### config.mk
export PLATFORM = sky130hd
export DESIGN_NAME = delta_patch_command_decoder_flat
export DESIGN_NICKNAME = d
export VERILOG_FILES = /design/src/design/dpcd_pkg.sv /design/src/design/dpcd_if.sv /design/src/design/dpcd_parser.sv /design/src/design/dpcd_out_buf.sv /design/src/design/delta_patch_command_decoder.sv /design/src/flat_wrapper.sv
export SDC_FILE = /design/constraint.sdc
export NUM_CORES = 1
export LEC_CHECK = 0
export ABC_AREA = 1
export BUFFER_PORTS_ARGS = -buffer_cell sky130_fd_sc_hd__buf_4
export CAP_MARGIN = 10
export CORE_AREA = 2 2 203 205
export DETAILED_ROUTE_END_ITERATION = 7
export DIE_AREA = 0 0 205 207
export HOLD_SLACK_MARGIN = 0.15
export PLACE_DENSITY = 0.65
export SKIP_CTS_REPAIR_TIMING = 1
export SLEW_MARGIN = 5
export SYNTH_ARGS = -nofsm -noshare
export SYNTH_HDL_FRONTEND = slang
export SYNTH_SLANG_ARGS = --single-unit
### constraint.sdc
create_clock -name clk -period 5.5 [get_ports clk]
set_input_delay 0.275 -clock clk [delete_from_list [all_inputs] [get_ports clk]]
set_output_delay 0.275 -clock clk [all_outputs]
set_load 0.05 [all_outputs]
### src/design/dpcd_pkg.sv
// shared types and constants of the delta patch command decoder
package dpcd_pkg;

    // field widths
    localparam int unsigned BYTE_W   = 8;
    localparam int unsigned BSIZE_W  = 9;
    localparam int unsigned KIND_W   = 3;
    localparam int unsigned LEN_W    = 31;
    localparam int unsigned OFF_W    = 30;
    localparam int unsigned BLKNUM_W = 22;
    localparam int unsigned ACC_W    = 32;
    localparam int unsigned CNT_W    = 9;
    localparam int unsigned CFG_IDX_W = 2;

    // configuration register indexes
    localparam logic [CFG_IDX_W-1:0] CFG_BLOCK_SIZE = 2'd0;
    localparam logic [CFG_IDX_W-1:0] CFG_END_CODE   = 2'd1;
    localparam logic [CFG_IDX_W-1:0] CFG_FILL_CODE  = 2'd2;

    // configuration reset values
    localparam logic [BSIZE_W-1:0] BLOCK_SIZE_RST = 9'd1;
    localparam logic [BYTE_W-1:0]  END_CODE_RST   = 8'd255;
    localparam logic [BYTE_W-1:0]  FILL_CODE_RST  = 8'd254;

    // literal opcode
    localparam logic [BYTE_W-1:0] OP_LITERAL = 8'd0;

    // command kinds
    typedef enum logic [KIND_W-1:0] {
        KIND_LITERAL = 3'd0,
        KIND_FILL    = 3'd1,
        KIND_COPY    = 3'd2,
        KIND_DONE    = 3'd3,
        KIND_TRUNC   = 3'd4,
        KIND_BAD_OP  = 3'd5
    } kind_t;

    // one rebuild command
    typedef struct packed {
        kind_t              kind;
        logic [BYTE_W-1:0]  data;
        logic [LEN_W-1:0]   len;
        logic [OFF_W-1:0]   off;
    } result_t;

    // configuration register set
    typedef struct packed {
        logic [BSIZE_W-1:0] block_size;
        logic [BYTE_W-1:0]  end_code;
        logic [BYTE_W-1:0]  fill_code;
    } cfg_t;

endpackage

### src/design/dpcd_if.sv
// channel interfaces: patch bytes in, commands out, configuration writes

interface dpcd_patch_if;
    logic                        valid;
    logic                        ready;
    logic [dpcd_pkg::BYTE_W-1:0] patch_byte;
    logic                        stream_end;

    modport source (output valid, output patch_byte, output stream_end, input ready);
    modport sink   (input valid, input patch_byte, input stream_end, output ready);
endinterface

interface dpcd_command_if;
    logic                        valid;
    logic                        ready;
    logic [dpcd_pkg::KIND_W-1:0] command_kind;
    logic [dpcd_pkg::BYTE_W-1:0] data_byte;
    logic [dpcd_pkg::LEN_W-1:0]  run_length;
    logic [dpcd_pkg::OFF_W-1:0]  source_offset;

    modport source (output valid, output command_kind, output data_byte,
                    output run_length, output source_offset, input ready);
    modport sink   (input valid, input command_kind, input data_byte,
                    input run_length, input source_offset, output ready);
endinterface

interface dpcd_cfg_if;
    logic                           valid;
    logic                           ready;
    logic [dpcd_pkg::CFG_IDX_W-1:0] index;
    logic [dpcd_pkg::BSIZE_W-1:0]   data;

    modport source (output valid, output index, output data, input ready);
    modport sink   (input valid, input index, input data, output ready);
endinterface

### src/design/dpcd_parser.sv
// patch byte parser: phase state and command formation for one byte
module dpcd_parser (
    input  logic                        clk,
    input  logic                        rst_n,
    input  logic                        accept,
    input  logic [dpcd_pkg::BYTE_W-1:0] patch_byte,
    input  logic                        stream_end,
    input  dpcd_pkg::cfg_t              cfg,
    output logic                        res_valid,
    output dpcd_pkg::result_t           res
);

    // parse phases, one-hot
    typedef enum logic [7:0] {
        PH_OPCODE    = 8'b0000_0001,
        PH_LIT_COUNT = 8'b0000_0010,
        PH_LIT_DATA  = 8'b0000_0100,
        PH_FILL_CNT  = 8'b0000_1000,
        PH_FILL_DATA = 8'b0001_0000,
        PH_COPY_WORD = 8'b0010_0000,
        PH_COPY_LEN  = 8'b0100_0000,
        PH_STOPPED   = 8'b1000_0000
    } phase_t;

    phase_t                              phase_reg, phase_next;
    logic [dpcd_pkg::CNT_W-1:0]          byte_counter_reg, byte_counter_next;
    logic [dpcd_pkg::BLKNUM_W-1:0]       block_number_reg, block_number_next;
    logic [dpcd_pkg::ACC_W-1:0]          length_acc_reg, length_acc_next;
    logic [1:0]                          length_mode_reg, length_mode_next;
    logic [1:0]                          field_idx_reg, field_idx_next;

    logic [dpcd_pkg::CNT_W-1:0]          cnt_dec;
    logic [dpcd_pkg::ACC_W-1:0]          acc_new;
    logic [1:0]                          idx_inc;
    logic [1:0]                          need_idx;
    logic [dpcd_pkg::BSIZE_W-1:0]        eff_bs;
    logic [dpcd_pkg::BLKNUM_W+dpcd_pkg::BSIZE_W-1:0] product;

    // block size clamped to 1..256
    always_comb
    begin
        if (cfg.block_size == '0)
            eff_bs = 9'd1;
        else if (cfg.block_size[8])
            eff_bs = 9'd256;
        else
            eff_bs = cfg.block_size;
    end

    // copy offset multiplier
    assign product = {{dpcd_pkg::BSIZE_W{1'b0}}, block_number_reg}
                   * {{dpcd_pkg::BLKNUM_W{1'b0}}, eff_bs};

    // length byte merge
    always_comb
    begin
        acc_new = length_acc_reg;
        case (field_idx_reg)
            2'd0:    acc_new[7:0]   = patch_byte;
            2'd1:    acc_new[15:8]  = patch_byte;
            2'd2:    acc_new[23:16] = patch_byte;
            2'd3:    acc_new[31:24] = patch_byte;
            default: acc_new = length_acc_reg;
        endcase
    end

    assign idx_inc  = field_idx_reg + 2'd1;
    assign cnt_dec  = byte_counter_reg - 9'd1;

    // byte count at which the length field is complete
    always_comb
    begin
        case (length_mode_reg)
            2'd1:    need_idx = 2'd1;
            2'd2:    need_idx = 2'd2;
            default: need_idx = 2'd0;
        endcase
    end

    // next state and command for the accepted byte
    always_comb
    begin
        phase_next        = phase_reg;
        byte_counter_next = byte_counter_reg;
        block_number_next = block_number_reg;
        length_acc_next   = length_acc_reg;
        length_mode_next  = length_mode_reg;
        field_idx_next    = field_idx_reg;
        res_valid         = 1'b0;
        res.kind          = dpcd_pkg::KIND_LITERAL;
        res.data          = '0;
        res.len           = '0;
        res.off           = '0;

        if (accept && (phase_reg != PH_STOPPED))
        begin
            if (stream_end)
            begin
                phase_next = PH_STOPPED;
                res_valid  = 1'b1;
                res.kind   = dpcd_pkg::KIND_TRUNC;
            end
            else
            begin
                case (phase_reg)
                    PH_OPCODE:
                    begin
                        if (patch_byte == dpcd_pkg::OP_LITERAL)
                            phase_next = PH_LIT_COUNT;
                        else if (patch_byte == cfg.end_code)
                        begin
                            phase_next = PH_STOPPED;
                            res_valid  = 1'b1;
                            res.kind   = dpcd_pkg::KIND_DONE;
                        end
                        else if (patch_byte == cfg.fill_code)
                            phase_next = PH_FILL_CNT;
                        else
                        begin
                            block_number_next = {patch_byte[7:2], 16'd0};
                            length_mode_next  = patch_byte[1:0];
                            field_idx_next    = 2'd0;
                            length_acc_next   = '0;
                            phase_next        = PH_COPY_WORD;
                        end
                    end
                    PH_LIT_COUNT:
                    begin
                        byte_counter_next = {1'b0, patch_byte} + 9'd1;
                        phase_next        = PH_LIT_DATA;
                    end
                    PH_LIT_DATA:
                    begin
                        byte_counter_next = cnt_dec;
                        if (cnt_dec == '0)
                            phase_next = PH_OPCODE;
                        res_valid = 1'b1;
                        res.kind  = dpcd_pkg::KIND_LITERAL;
                        res.data  = patch_byte;
                        res.len   = 31'd1;
                    end
                    PH_FILL_CNT:
                    begin
                        byte_counter_next = {1'b0, patch_byte} + 9'd1;
                        phase_next        = PH_FILL_DATA;
                    end
                    PH_FILL_DATA:
                    begin
                        phase_next = PH_OPCODE;
                        res_valid  = 1'b1;
                        res.kind   = dpcd_pkg::KIND_FILL;
                        res.data   = patch_byte;
                        res.len    = {22'd0, byte_counter_reg};
                    end
                    PH_COPY_WORD:
                    begin
                        if (field_idx_reg == 2'd0)
                        begin
                            block_number_next[7:0] = patch_byte;
                            field_idx_next         = 2'd1;
                        end
                        else
                        begin
                            block_number_next[15:8] = patch_byte;
                            field_idx_next          = 2'd0;
                            if (length_mode_reg == 2'd0)
                            begin
                                phase_next = PH_STOPPED;
                                res_valid  = 1'b1;
                                res.kind   = dpcd_pkg::KIND_BAD_OP;
                            end
                            else
                                phase_next = PH_COPY_LEN;
                        end
                    end
                    PH_COPY_LEN:
                    begin
                        if (idx_inc == need_idx)
                        begin
                            field_idx_next  = 2'd0;
                            length_acc_next = acc_new;
                            phase_next      = PH_OPCODE;
                            res_valid       = 1'b1;
                            res.kind        = dpcd_pkg::KIND_COPY;
                            // negative 4-byte length copies nothing
                            if ((length_mode_reg == 2'd3) && acc_new[31])
                                res.len = '0;
                            else
                                res.len = acc_new[30:0];
                            res.off = product[dpcd_pkg::OFF_W-1:0];
                        end
                        else
                        begin
                            field_idx_next  = idx_inc;
                            length_acc_next = acc_new;
                        end
                    end
                    default:
                        phase_next = PH_STOPPED;
                endcase
            end
        end
    end

    // parser state registers
    always_ff @(posedge clk or negedge rst_n)
    begin
        if (!rst_n)
        begin
            phase_reg        <= PH_OPCODE;
            byte_counter_reg <= '0;
            block_number_reg <= '0;
            length_acc_reg   <= '0;
            length_mode_reg  <= '0;
            field_idx_reg    <= '0;
        end
        else
        begin
            phase_reg        <= phase_next;
            byte_counter_reg <= byte_counter_next;
            block_number_reg <= block_number_next;
            length_acc_reg   <= length_acc_next;
            length_mode_reg  <= length_mode_next;
            field_idx_reg    <= field_idx_next;
        end
    end

    // stopped is terminal until reset
    a_stop_sticky: assert property (@(posedge clk) disable iff (!rst_n)
        (phase_reg == PH_STOPPED) |=> (phase_reg == PH_STOPPED))
        else $error("parser left the stopped phase");

    // a terminal command always stops the parser
    a_term_stops: assert property (@(posedge clk) disable iff (!rst_n)
        (res_valid && ((res.kind == dpcd_pkg::KIND_DONE) ||
                       (res.kind == dpcd_pkg::KIND_TRUNC) ||
                       (res.kind == dpcd_pkg::KIND_BAD_OP)))
        |=> (phase_reg == PH_STOPPED))
        else $error("terminal command without stop");

    // literal data phase never runs with an empty count
    a_lit_count: assert property (@(posedge clk) disable iff (!rst_n)
        (phase_reg == PH_LIT_DATA) |-> (byte_counter_reg != '0))
        else $error("literal phase with zero count");

endmodule

### src/design/dpcd_out_buf.sv
// output register with skid stage for the command channel
module dpcd_out_buf (
    input  logic              clk,
    input  logic              rst_n,
    input  logic              res_valid,
    input  dpcd_pkg::result_t res,
    output logic              in_ready,
    output logic              out_valid,
    input  logic              out_ready,
    output dpcd_pkg::result_t out_res
);

    logic              out_valid_reg;
    logic              skid_valid_reg;
    dpcd_pkg::result_t out_reg;
    dpcd_pkg::result_t skid_reg;

    assign in_ready  = !skid_valid_reg;
    assign out_valid = out_valid_reg;
    assign out_res   = out_reg;

    // valid flags
    always_ff @(posedge clk or negedge rst_n)
    begin
        if (!rst_n)
        begin
            out_valid_reg  <= 1'b0;
            skid_valid_reg <= 1'b0;
        end
        else if (skid_valid_reg)
        begin
            if (out_ready)
                skid_valid_reg <= 1'b0;
        end
        else if (res_valid)
        begin
            if (!out_valid_reg || out_ready)
                out_valid_reg <= 1'b1;
            else
                skid_valid_reg <= 1'b1;
        end
        else if (out_ready)
            out_valid_reg <= 1'b0;
    end

    // payload registers
    always_ff @(posedge clk)
    begin
        if (skid_valid_reg)
        begin
            if (out_ready)
                out_reg <= skid_reg;
        end
        else if (res_valid)
        begin
            if (!out_valid_reg || out_ready)
                out_reg <= res;
            else
                skid_reg <= res;
        end
    end

    // skid only holds data behind a full output register
    a_skid_behind_out: assert property (@(posedge clk) disable iff (!rst_n)
        skid_valid_reg |-> out_valid_reg)
        else $error("skid full with empty output");

    // a drained skid refills the output register
    a_skid_drain: assert property (@(posedge clk) disable iff (!rst_n)
        (skid_valid_reg && out_ready) |=> (out_valid_reg && !skid_valid_reg))
        else $error("skid drain lost a command");

    // no new command may arrive while the skid is full
    a_no_overrun: assert property (@(posedge clk) disable iff (!rst_n)
        (skid_valid_reg && !out_ready) |=> (skid_valid_reg && $stable(skid_reg)))
        else $error("skid overwritten");

endmodule

### src/design/delta_patch_command_decoder.sv
// top level of the delta patch command decoder
// output: a command formed from an accepted patch byte is registered in the output
//   register, or in the skid stage while the output register is stalled
// throughput: one patch byte per cycle; patch ready drops only while the skid
//   stage holds a command behind a stalled output register
// reset: rst_n asynchronous active low; the parser waits for an opcode and the
//   configuration returns to block size 1, end code 255, fill code 254
module delta_patch_command_decoder (
    input  logic    clk,
    input  logic    rst_n,
    dpcd_patch_if.sink     patch,
    dpcd_command_if.source command,
    dpcd_cfg_if.sink       cfg
);

    dpcd_pkg::cfg_t    cfg_reg;
    logic              patch_ready;
    logic              res_valid;
    dpcd_pkg::result_t res;
    dpcd_pkg::result_t out_res;

    // configuration registers
    assign cfg.ready = 1'b1;

    always_ff @(posedge clk or negedge rst_n)
    begin
        if (!rst_n)
        begin
            cfg_reg.block_size <= dpcd_pkg::BLOCK_SIZE_RST;
            cfg_reg.end_code   <= dpcd_pkg::END_CODE_RST;
            cfg_reg.fill_code  <= dpcd_pkg::FILL_CODE_RST;
        end
        else if (cfg.valid)
        begin
            case (cfg.index)
                dpcd_pkg::CFG_BLOCK_SIZE: cfg_reg.block_size <= cfg.data;
                dpcd_pkg::CFG_END_CODE:   cfg_reg.end_code   <= cfg.data[7:0];
                dpcd_pkg::CFG_FILL_CODE:  cfg_reg.fill_code  <= cfg.data[7:0];
                default:                  cfg_reg <= cfg_reg;
            endcase
        end
    end

    assign patch.ready = patch_ready;

    // byte parser
    dpcd_parser u_parser (
        .clk        (clk),
        .rst_n      (rst_n),
        .accept     (patch.valid && patch_ready),
        .patch_byte (patch.patch_byte),
        .stream_end (patch.stream_end),
        .cfg        (cfg_reg),
        .res_valid  (res_valid),
        .res        (res)
    );

    // command output buffer
    dpcd_out_buf u_out_buf (
        .clk       (clk),
        .rst_n     (rst_n),
        .res_valid (res_valid),
        .res       (res),
        .in_ready  (patch_ready),
        .out_valid (command.valid),
        .out_ready (command.ready),
        .out_res   (out_res)
    );

    assign command.command_kind  = out_res.kind;
    assign command.data_byte     = out_res.data;
    assign command.run_length    = out_res.len;
    assign command.source_offset = out_res.off;

endmodule

### src/flat_wrapper.sv
// flat-port wrapper written by rule: the top's interface ports become plain ports
module delta_patch_command_decoder_flat 
  (clk, rst_n, patch_valid, patch_patch_byte, patch_stream_end, patch_ready, command_valid, command_command_kind, command_data_byte, command_run_length, command_source_offset, command_ready, cfg_valid, cfg_index, cfg_data, cfg_ready);
  dpcd_patch_if patch_i ();
  dpcd_command_if command_i ();
  dpcd_cfg_if cfg_i ();
  input  logic clk;
  input  logic rst_n;
  input wire logic [$bits(patch_i.valid)-1:0] patch_valid;
  input wire logic [$bits(patch_i.patch_byte)-1:0] patch_patch_byte;
  input wire logic [$bits(patch_i.stream_end)-1:0] patch_stream_end;
  output wire logic [$bits(patch_i.ready)-1:0] patch_ready;
  output wire logic [$bits(command_i.valid)-1:0] command_valid;
  output wire logic [$bits(command_i.command_kind)-1:0] command_command_kind;
  output wire logic [$bits(command_i.data_byte)-1:0] command_data_byte;
  output wire logic [$bits(command_i.run_length)-1:0] command_run_length;
  output wire logic [$bits(command_i.source_offset)-1:0] command_source_offset;
  input wire logic [$bits(command_i.ready)-1:0] command_ready;
  input wire logic [$bits(cfg_i.valid)-1:0] cfg_valid;
  input wire logic [$bits(cfg_i.index)-1:0] cfg_index;
  input wire logic [$bits(cfg_i.data)-1:0] cfg_data;
  output wire logic [$bits(cfg_i.ready)-1:0] cfg_ready;
  assign patch_i.valid = patch_valid;
  assign patch_i.patch_byte = patch_patch_byte;
  assign patch_i.stream_end = patch_stream_end;
  assign patch_ready = patch_i.ready;
  assign command_valid = command_i.valid;
  assign command_command_kind = command_i.command_kind;
  assign command_data_byte = command_i.data_byte;
  assign command_run_length = command_i.run_length;
  assign command_source_offset = command_i.source_offset;
  assign command_i.ready = command_ready;
  assign cfg_i.valid = cfg_valid;
  assign cfg_i.index = cfg_index;
  assign cfg_i.data = cfg_data;
  assign cfg_ready = cfg_i.ready;
  delta_patch_command_decoder u_core (.clk(clk), .rst_n(rst_n), .patch(patch_i), .command(command_i), .cfg(cfg_i));
endmodule
==> results by group, run 1 <==
Pwr
  • Net Switching: 1410 uW
  • Leak: 0.0104 uW
  • Sw frac: 29.0%
  • VDD IR max: 0.000234 V
  • Internal power: 3450 uW
  • Seq pwr share: 44.2%
  • Comb pwr share: 16.2%
  • Clock Power Share: 39.6%
  • Pwr dens: 239 nW/um^2

Routing
  • Routed WL: 42.5 mm
  • Wirelength per Cell: 15.1 um
  • Post-DR vias/cell: 4.99
  • Drt pass-1 iters: 7
  • Vias: 14023
  • DRC viols: 0
  • Initial drt markers: 891
  • Remaining antenna violation count: 0

CTS
  • CTS buffer count: 28
  • Worst skew pair latency: 570 ps
  • H-tree Lvls: 1
  • Clock Path Buffers: 3
  • Clock sink count: 246
  • CTS tree: built
  • Root Buffer: clkbuf_16
  • Register clock-pin slew on the reported worst setup and hold paths: 60 ps

Logic synthesis
  • Synth Warn #: 0
  • Flops & latches, synth: 246
  • Sequential area share after synthesis: 38.4%
  • Post-synth EDFFs: 144
  • Netlist area before placement: 18000 sq um
  • Syn Nets: 2397
  • Commonest register cell after synthesis: edfxtp_1
  • Area contributors post-synth: edfxtp_1 (24%), fa_1 (16%), dfrtp_1 (12%)
  • Biggest area consumer among synthesized cells: edfxtp_1
  • Synth unique cells: 50
  • Post-Syn Area per Cell: 8.26 sq um
  • Synthesized instance count: 2175
  • Yosys top cell area share: 24.1%
  • Share of flip-flops with an asynchronous set or reset: 41.5%

Placed design
  • DP HPWL: 31.9 mm
  • Routability Congestion: 0.924
  • Number of port buffers: 98

Status
  • Status: finished clean

Die
  • IO Pins: 100
  • Core area: 40400 sq um
  • Die area: 42400 sq um
  • Die Y: 207 um
  • Starting density of the core: 44.5%
  • Die X: 205 um
  • Num rows: 74

STA
  • Final period util: 94.6%
  • Setup violations, final: 0
  • Highest Clock Rate: 0.192 GHz
  • Setup_tns: 0 ps
  • Tmin final: 5210 ps
  • Final hold vios: 0
  • Unrepaired setup endpoints after global routing: false
  • Pins Over Slew Limit: 0
  • Clock Skew: 13.8 ps
  • Max transition margin: 33.7%
  • Worst Tran Pin Value: 994 ps

Worst setup path
  • Kind of critical path: reg -> reg
  • Critical Path Source Type: flip-flop
  • CP arrival: 5490 ps
  • Worst-path maximum fanout: 22
  • Setup crit start: u_core.cfg_reg[19]
  • Critical Path End Type: flip-flop
  • Worst R2R Start: u_core.cfg_reg[19]
  • CP required: 5790 ps

Flow run
  • Max Cap Viol: 0

GRT
  • GRT Util Overall: 20.4%
  • First-pass GRT wire length: 70.5 mm
  • Gr ovfl total: 0
  • Initial antenna violation count: 0
  • Largest net degree at the start of global routing: 86
  • Number of global-route vias before repair: 13927

Layout
  • Area growth, synth to finish: 13.3%
  • Commonest non-fill, non-tap cell in the layout: nand2_1
  • N_diodes: 0
  • Most frequent cells in the layout: nand2_1 (518), inv_1 (378), nor2_1 (302)
  • Final Net Count: 2482
  • Final Util: 50.4%
  • Share of layout cells above drive strength 1: 12.5%

Hold path
  • Hold Crit Start: patch_valid
  • Min-delay worst type: in -> reg
==> final cells by class <==
class | count | area, sq um
clock inverter | 16 | 190
tap | 532 | 666
timing repair buffer | 133 | 1070
inverter | 403 | 1520
multi-input combinational | 1448 | 9240
sequential | 246 | 6900
clock buffer | 35 | 769
fill | 3918 | 20000
==> per-layer routing <==
layer	GRT usage, %	up-vias	routed length (um)
met3	2.58	61	2250
met2	33.3	379	20000
met1	28.7	6747	19400
li1	-	6836	-
met5	0	-	0
met4	5.33	0	838
==> cell usage after synthesis (all sizes together), types with 10 or more instances <==
library cell	n
dfstp	17
buf	31
xor2	10
nand4	13
ha	57
dfrtp	85
xnor2	19
or2	12
o21ai	67
nand2	551
nor2	312
edfxtp	144
fa	140
nand3	108
clkbuf	47
inv	396
a21oi	97
nor3	21
and3	13
==> power by group through the flow <==
stage / Clock [uW] / Sequential [uW] / Combinational (uW)
2_1_floorplan: 0 / 2430 / 275
3_3_place_gp: 0 / 2180 / 774
6_report: 1920 / 2150 / 788
4_1_cts: 1960 / 2150 / 782
5_1_grt: 2030 / 2160 / 845
3_5_place_dp: 0 / 2190 / 781
==> per-stage QoR <==
step           setup WS (ps)  hold WS (ps)  area (sq um)  std cells  total power (uW)
2_1_floorplan            106         -20.6         18000       2175              2700
4_1_cts                  119          -339         20200       2796              4900
3_3_place_gp             221           268         19200       2745              2960
6_report                 294           157         20400       2813              4860
3_5_place_dp             132           274         19200       2745              2970
5_1_grt                 8.89           164         20400       2813              5040
==> final timing paths <==
kind                                                   endpoint  slack [ps]  cells after the start
max                                u_core.u_out_buf.out_res[15]         290                     22
min                                u_core.u_parser.phase_reg[3]         160                      5
max reg2reg                        u_core.u_out_buf.out_res[15]         290                     22
min reg2reg                   u_core.u_parser.length_acc_reg[1]         470                      2
max in group asynchronous  u_core.u_parser.block_number_reg[20]        4040                      3
min in group asynchronous     u_core.u_parser.length_acc_reg[3]         190                      2
==> cells by family (layout without fill, tap and decap cells) <==
| logic type | count (synthesis) | count (layout) | synth area share (%) |
|---|---|---|---|
| flip-flops | 246 | 246 | 38.4 |
| AO/OA/AOI/OAI | 183 | 183 | 5.83 |
| adder cells (fa/ha/maj) | 197 | 197 | 19.6 |
| AND/OR/NAND/NOR | 1038 | 1038 | 24.3 |
| buffers and inverters | 481 | 587 | 10.5 |
| other | 1 | 1 | 0.0209 |
| XOR/XNOR | 29 | 29 | 1.41 |
==> worst max-delay path, cell delays in order, from the launching register on <==
cell and delay [ps]:
dfrtp_1 410, nor4_2 290, nand3_1 120, o22ai_2 160
buf_12 190, nand2_1 100, fa_1 540, inv_1 50
fa_1 490, fa_1 540, inv_1 50, fa_1 470
inv_1 40, ha_1 330, nand2_2 130, inv_1 50
a21oi_1 160, nand2_2 130, nand2_1 80, nand2_1 90
or2_2 320, nand3_1 100, a21oi_1 70
(Power assumes the default switching activity.)
==> inputs of run 2 (changes only) <==
--- a/config.mk
+++ b/config.mk
@@ -9,12 +9,13 @@
 export BUFFER_PORTS_ARGS = -buffer_cell sky130_fd_sc_hd__buf_4
 export CAP_MARGIN = 10
 export CORE_AREA = 2 2 203 205
+export CTS_BUF_LIST = sky130_fd_sc_hd__clkbuf_4 sky130_fd_sc_hd__clkbuf_8
 export DETAILED_ROUTE_END_ITERATION = 7
 export DIE_AREA = 0 0 205 207
 export HOLD_SLACK_MARGIN = 0.15
 export PLACE_DENSITY = 0.65
 export SKIP_CTS_REPAIR_TIMING = 1
-export SLEW_MARGIN = 5
+export SLEW_MARGIN = 20
 export SYNTH_ARGS = -nofsm -noshare
 export SYNTH_HDL_FRONTEND = slang
 export SYNTH_SLANG_ARGS = --single-unit
==> run 2 against run 1 <==
Worst setup slack worse by 11 ps. Clock skew up 36 ps. Final area about the same. Non-clock buffer count up 2. Fmax down 0.21%. Critical path depth unchanged. Sequential share of layout area about the same. Clock power down 4%. Combinational power up 0.6%. Largest cell class unchanged. Largest power group unchanged. Highest routed layer unchanged.
==> results by group, run 2 (synthesis gave the netlist of run 1 again) <==
Status
  • Status: finished clean

Routing
  • DRC viols: 0
  • Drt pass-1 iters: 6
  • Wirelength per Cell: 15.1 um
  • Routed WL: 42.8 mm
  • Initial drt markers: 905
  • Remaining antenna violation count: 0
  • Post-DR vias/cell: 4.95
  • Vias: 14066

CTS
  • Clock Path Buffers: 3
  • Root Buffer: clkbuf_8
  • Register clock-pin slew on the reported worst setup and hold paths: 60 ps
  • Worst skew pair latency: 620 ps
  • H-tree Lvls: 2
  • CTS tree: built
  • Clock sink count: 246
  • CTS buffer count: 44

Worst setup path
  • CP required: 5810 ps
  • Worst Reg-to-Reg Cells: 22
  • Crit-path cells: nor4_2 > nand3_1 > o22ai_2 > buf_12 > nand2_1 > fa_1 > inv_1 > fa_1 > fa_1 > inv_1 > fa_1 > inv_1 > ha_1 > nand2_2 > inv_1 > a21oi_1 > nand2_2 > nand2_1 > nand2_1 > or2_2 > nand3_1 > a21oi_1
  • Reg2reg end: u_core.u_out_buf.out_res[15]
  • R2R setup slack: 280 ps
  • Kind of critical path: reg -> reg
  • CP arrival: 5520 ps
  • Critical Path Source Type: flip-flop
  • Worst R2R Start: u_core.cfg_reg[19]
  • Critical Path End Type: flip-flop
  • Worst-path maximum fanout: 22
  • CP max-delay cell: fa_1
  • Slowest stage delay, CP: 540 ps

Die
  • Die Y: 207 um
  • IO Pins: 100
  • Die X: 205 um
  • Die area: 42400 sq um
  • Num rows: 74
  • Starting density of the core: 44.5%
  • Core area: 40400 sq um

STA
  • Max transition margin: 33.6%
  • Clock Skew: 50.2 ps
  • Final period util: 94.8%
  • WHS: 149 ps
  • Final hold vios: 0
  • Highest Clock Rate: 0.192 GHz
  • Tmin final: 5220 ps
  • Setup violations, final: 0
  • Pins Over Slew Limit: 0
  • Setup_tns: 0 ps
  • Final WS setup: 283 ps
  • Worst Tran Pin Value: 995 ps

Layout
  • Fillers: 3903
  • Share of layout cells above drive strength 1: 13.6%
  • Post-route cell area: 20400 sq um
  • Non-filler cells, final: 2844
  • Commonest non-fill, non-tap cell in the layout: nand2_1
  • N_diodes: 0
  • Area growth, synth to finish: 13.4%
  • Most frequent cells in the layout: nand2_1 (518), inv_1 (378), nor2_1 (302)
  • Final Net Count: 2500

GRT
  • Largest net degree at the start of global routing: 86
  • GRT Util Overall: 20.6%
  • Number of global-route vias before repair: 14067
  • Gr ovfl total: 0
  • Initial antenna violation count: 0
  • First-pass GRT wire length: 70.6 mm

Placed design
  • Routability Congestion: 0.924
  • Placed Cells: 2745
  • Post-placement cell area: 19200 sq um
  • Number of port buffers: 98
  • DP HPWL: 31.9 mm
  • DP Worst Slack: 132 ps

Hold path
  • Min-delay worst type: in -> async

Pwr
  • VDD IR max: 0.000249 V
  • Leak: 0.0105 uW
  • Pwr dens: 235 nW/um^2

Flow run
  • Max Cap Viol: 0
run 2: cell count changes in the layout (fill, tap and decap cells not counted), moves of 5 or more:
| cell | change |
|---|---|
| clkbuf_4 | +10 |
| clkbuf_8 | +48 |
| clkinv_1 | +6 |
| clkbuf_1 | -5 |
| clkbuf_16 | -30 |
run 2: how the worst max path moves through the flow:
stage / start / endpoint / cells after the start
5_1_grt: u_core.cfg_reg[24] / u_core.u_out_buf.out_res[15] / 22
4_1_cts: u_core.cfg_reg[19] / u_core.u_out_buf.out_res[15] / 22
6_report: u_core.cfg_reg[19] / u_core.u_out_buf.out_res[15] / 22
2_1_floorplan: u_core.u_parser.field_idx_reg[0] / u_core.u_out_buf.out_res[0] / 11
3_3_place_gp: u_core.cfg_reg[19] / u_core.u_out_buf.out_res[15] / 22
3_5_place_dp: u_core.cfg_reg[19] / u_core.u_out_buf.out_res[15] / 22
run 2: layout make-up:
class	count	area (sq um)	area share, %
multi-input combinational	1448	9250	45.4
sequential	246	6900	33.9
clock buffer	58	736	3.61
timing repair buffer	135	1090	5.37
tap	532	666	3.27
clock inverter	22	214	1.05
inverter	403	1520	7.46
run 2: worst max-delay path, delay by kind of cell (launching register included):
family                     cells  cell delay [ps]
and+or+nand+nor                9             1360
AOI/OAI and AO/OA              3              390
DFF                            1              400
buffers and inverters          5              380
adders and majority gates      5             2370
run 2: routing by layer:
metal,vias to the layer above,track usage (%),share of wire (%)
met4,0,6.75,2.9
li1,6891,-,-
met3,87,3.76,5.2
met5,-,0,0
met2,383,33.0,46
met1,6705,28.3,46
run 2: power by group:
part | switching, uW | internal (uW)
Combinational | 576 | 217
Clock | 813 | 1030
Sequential | 50.3 | 2100
run 2: through the flow:
step                      utilization (%)  power (uW)
final                                50.5        4780
after global routing                 50.5        4970
after CTS                            49.9        4820
after detailed placement             47.5        2970
after global placement               47.5        2960
after floorplan                         -        2700
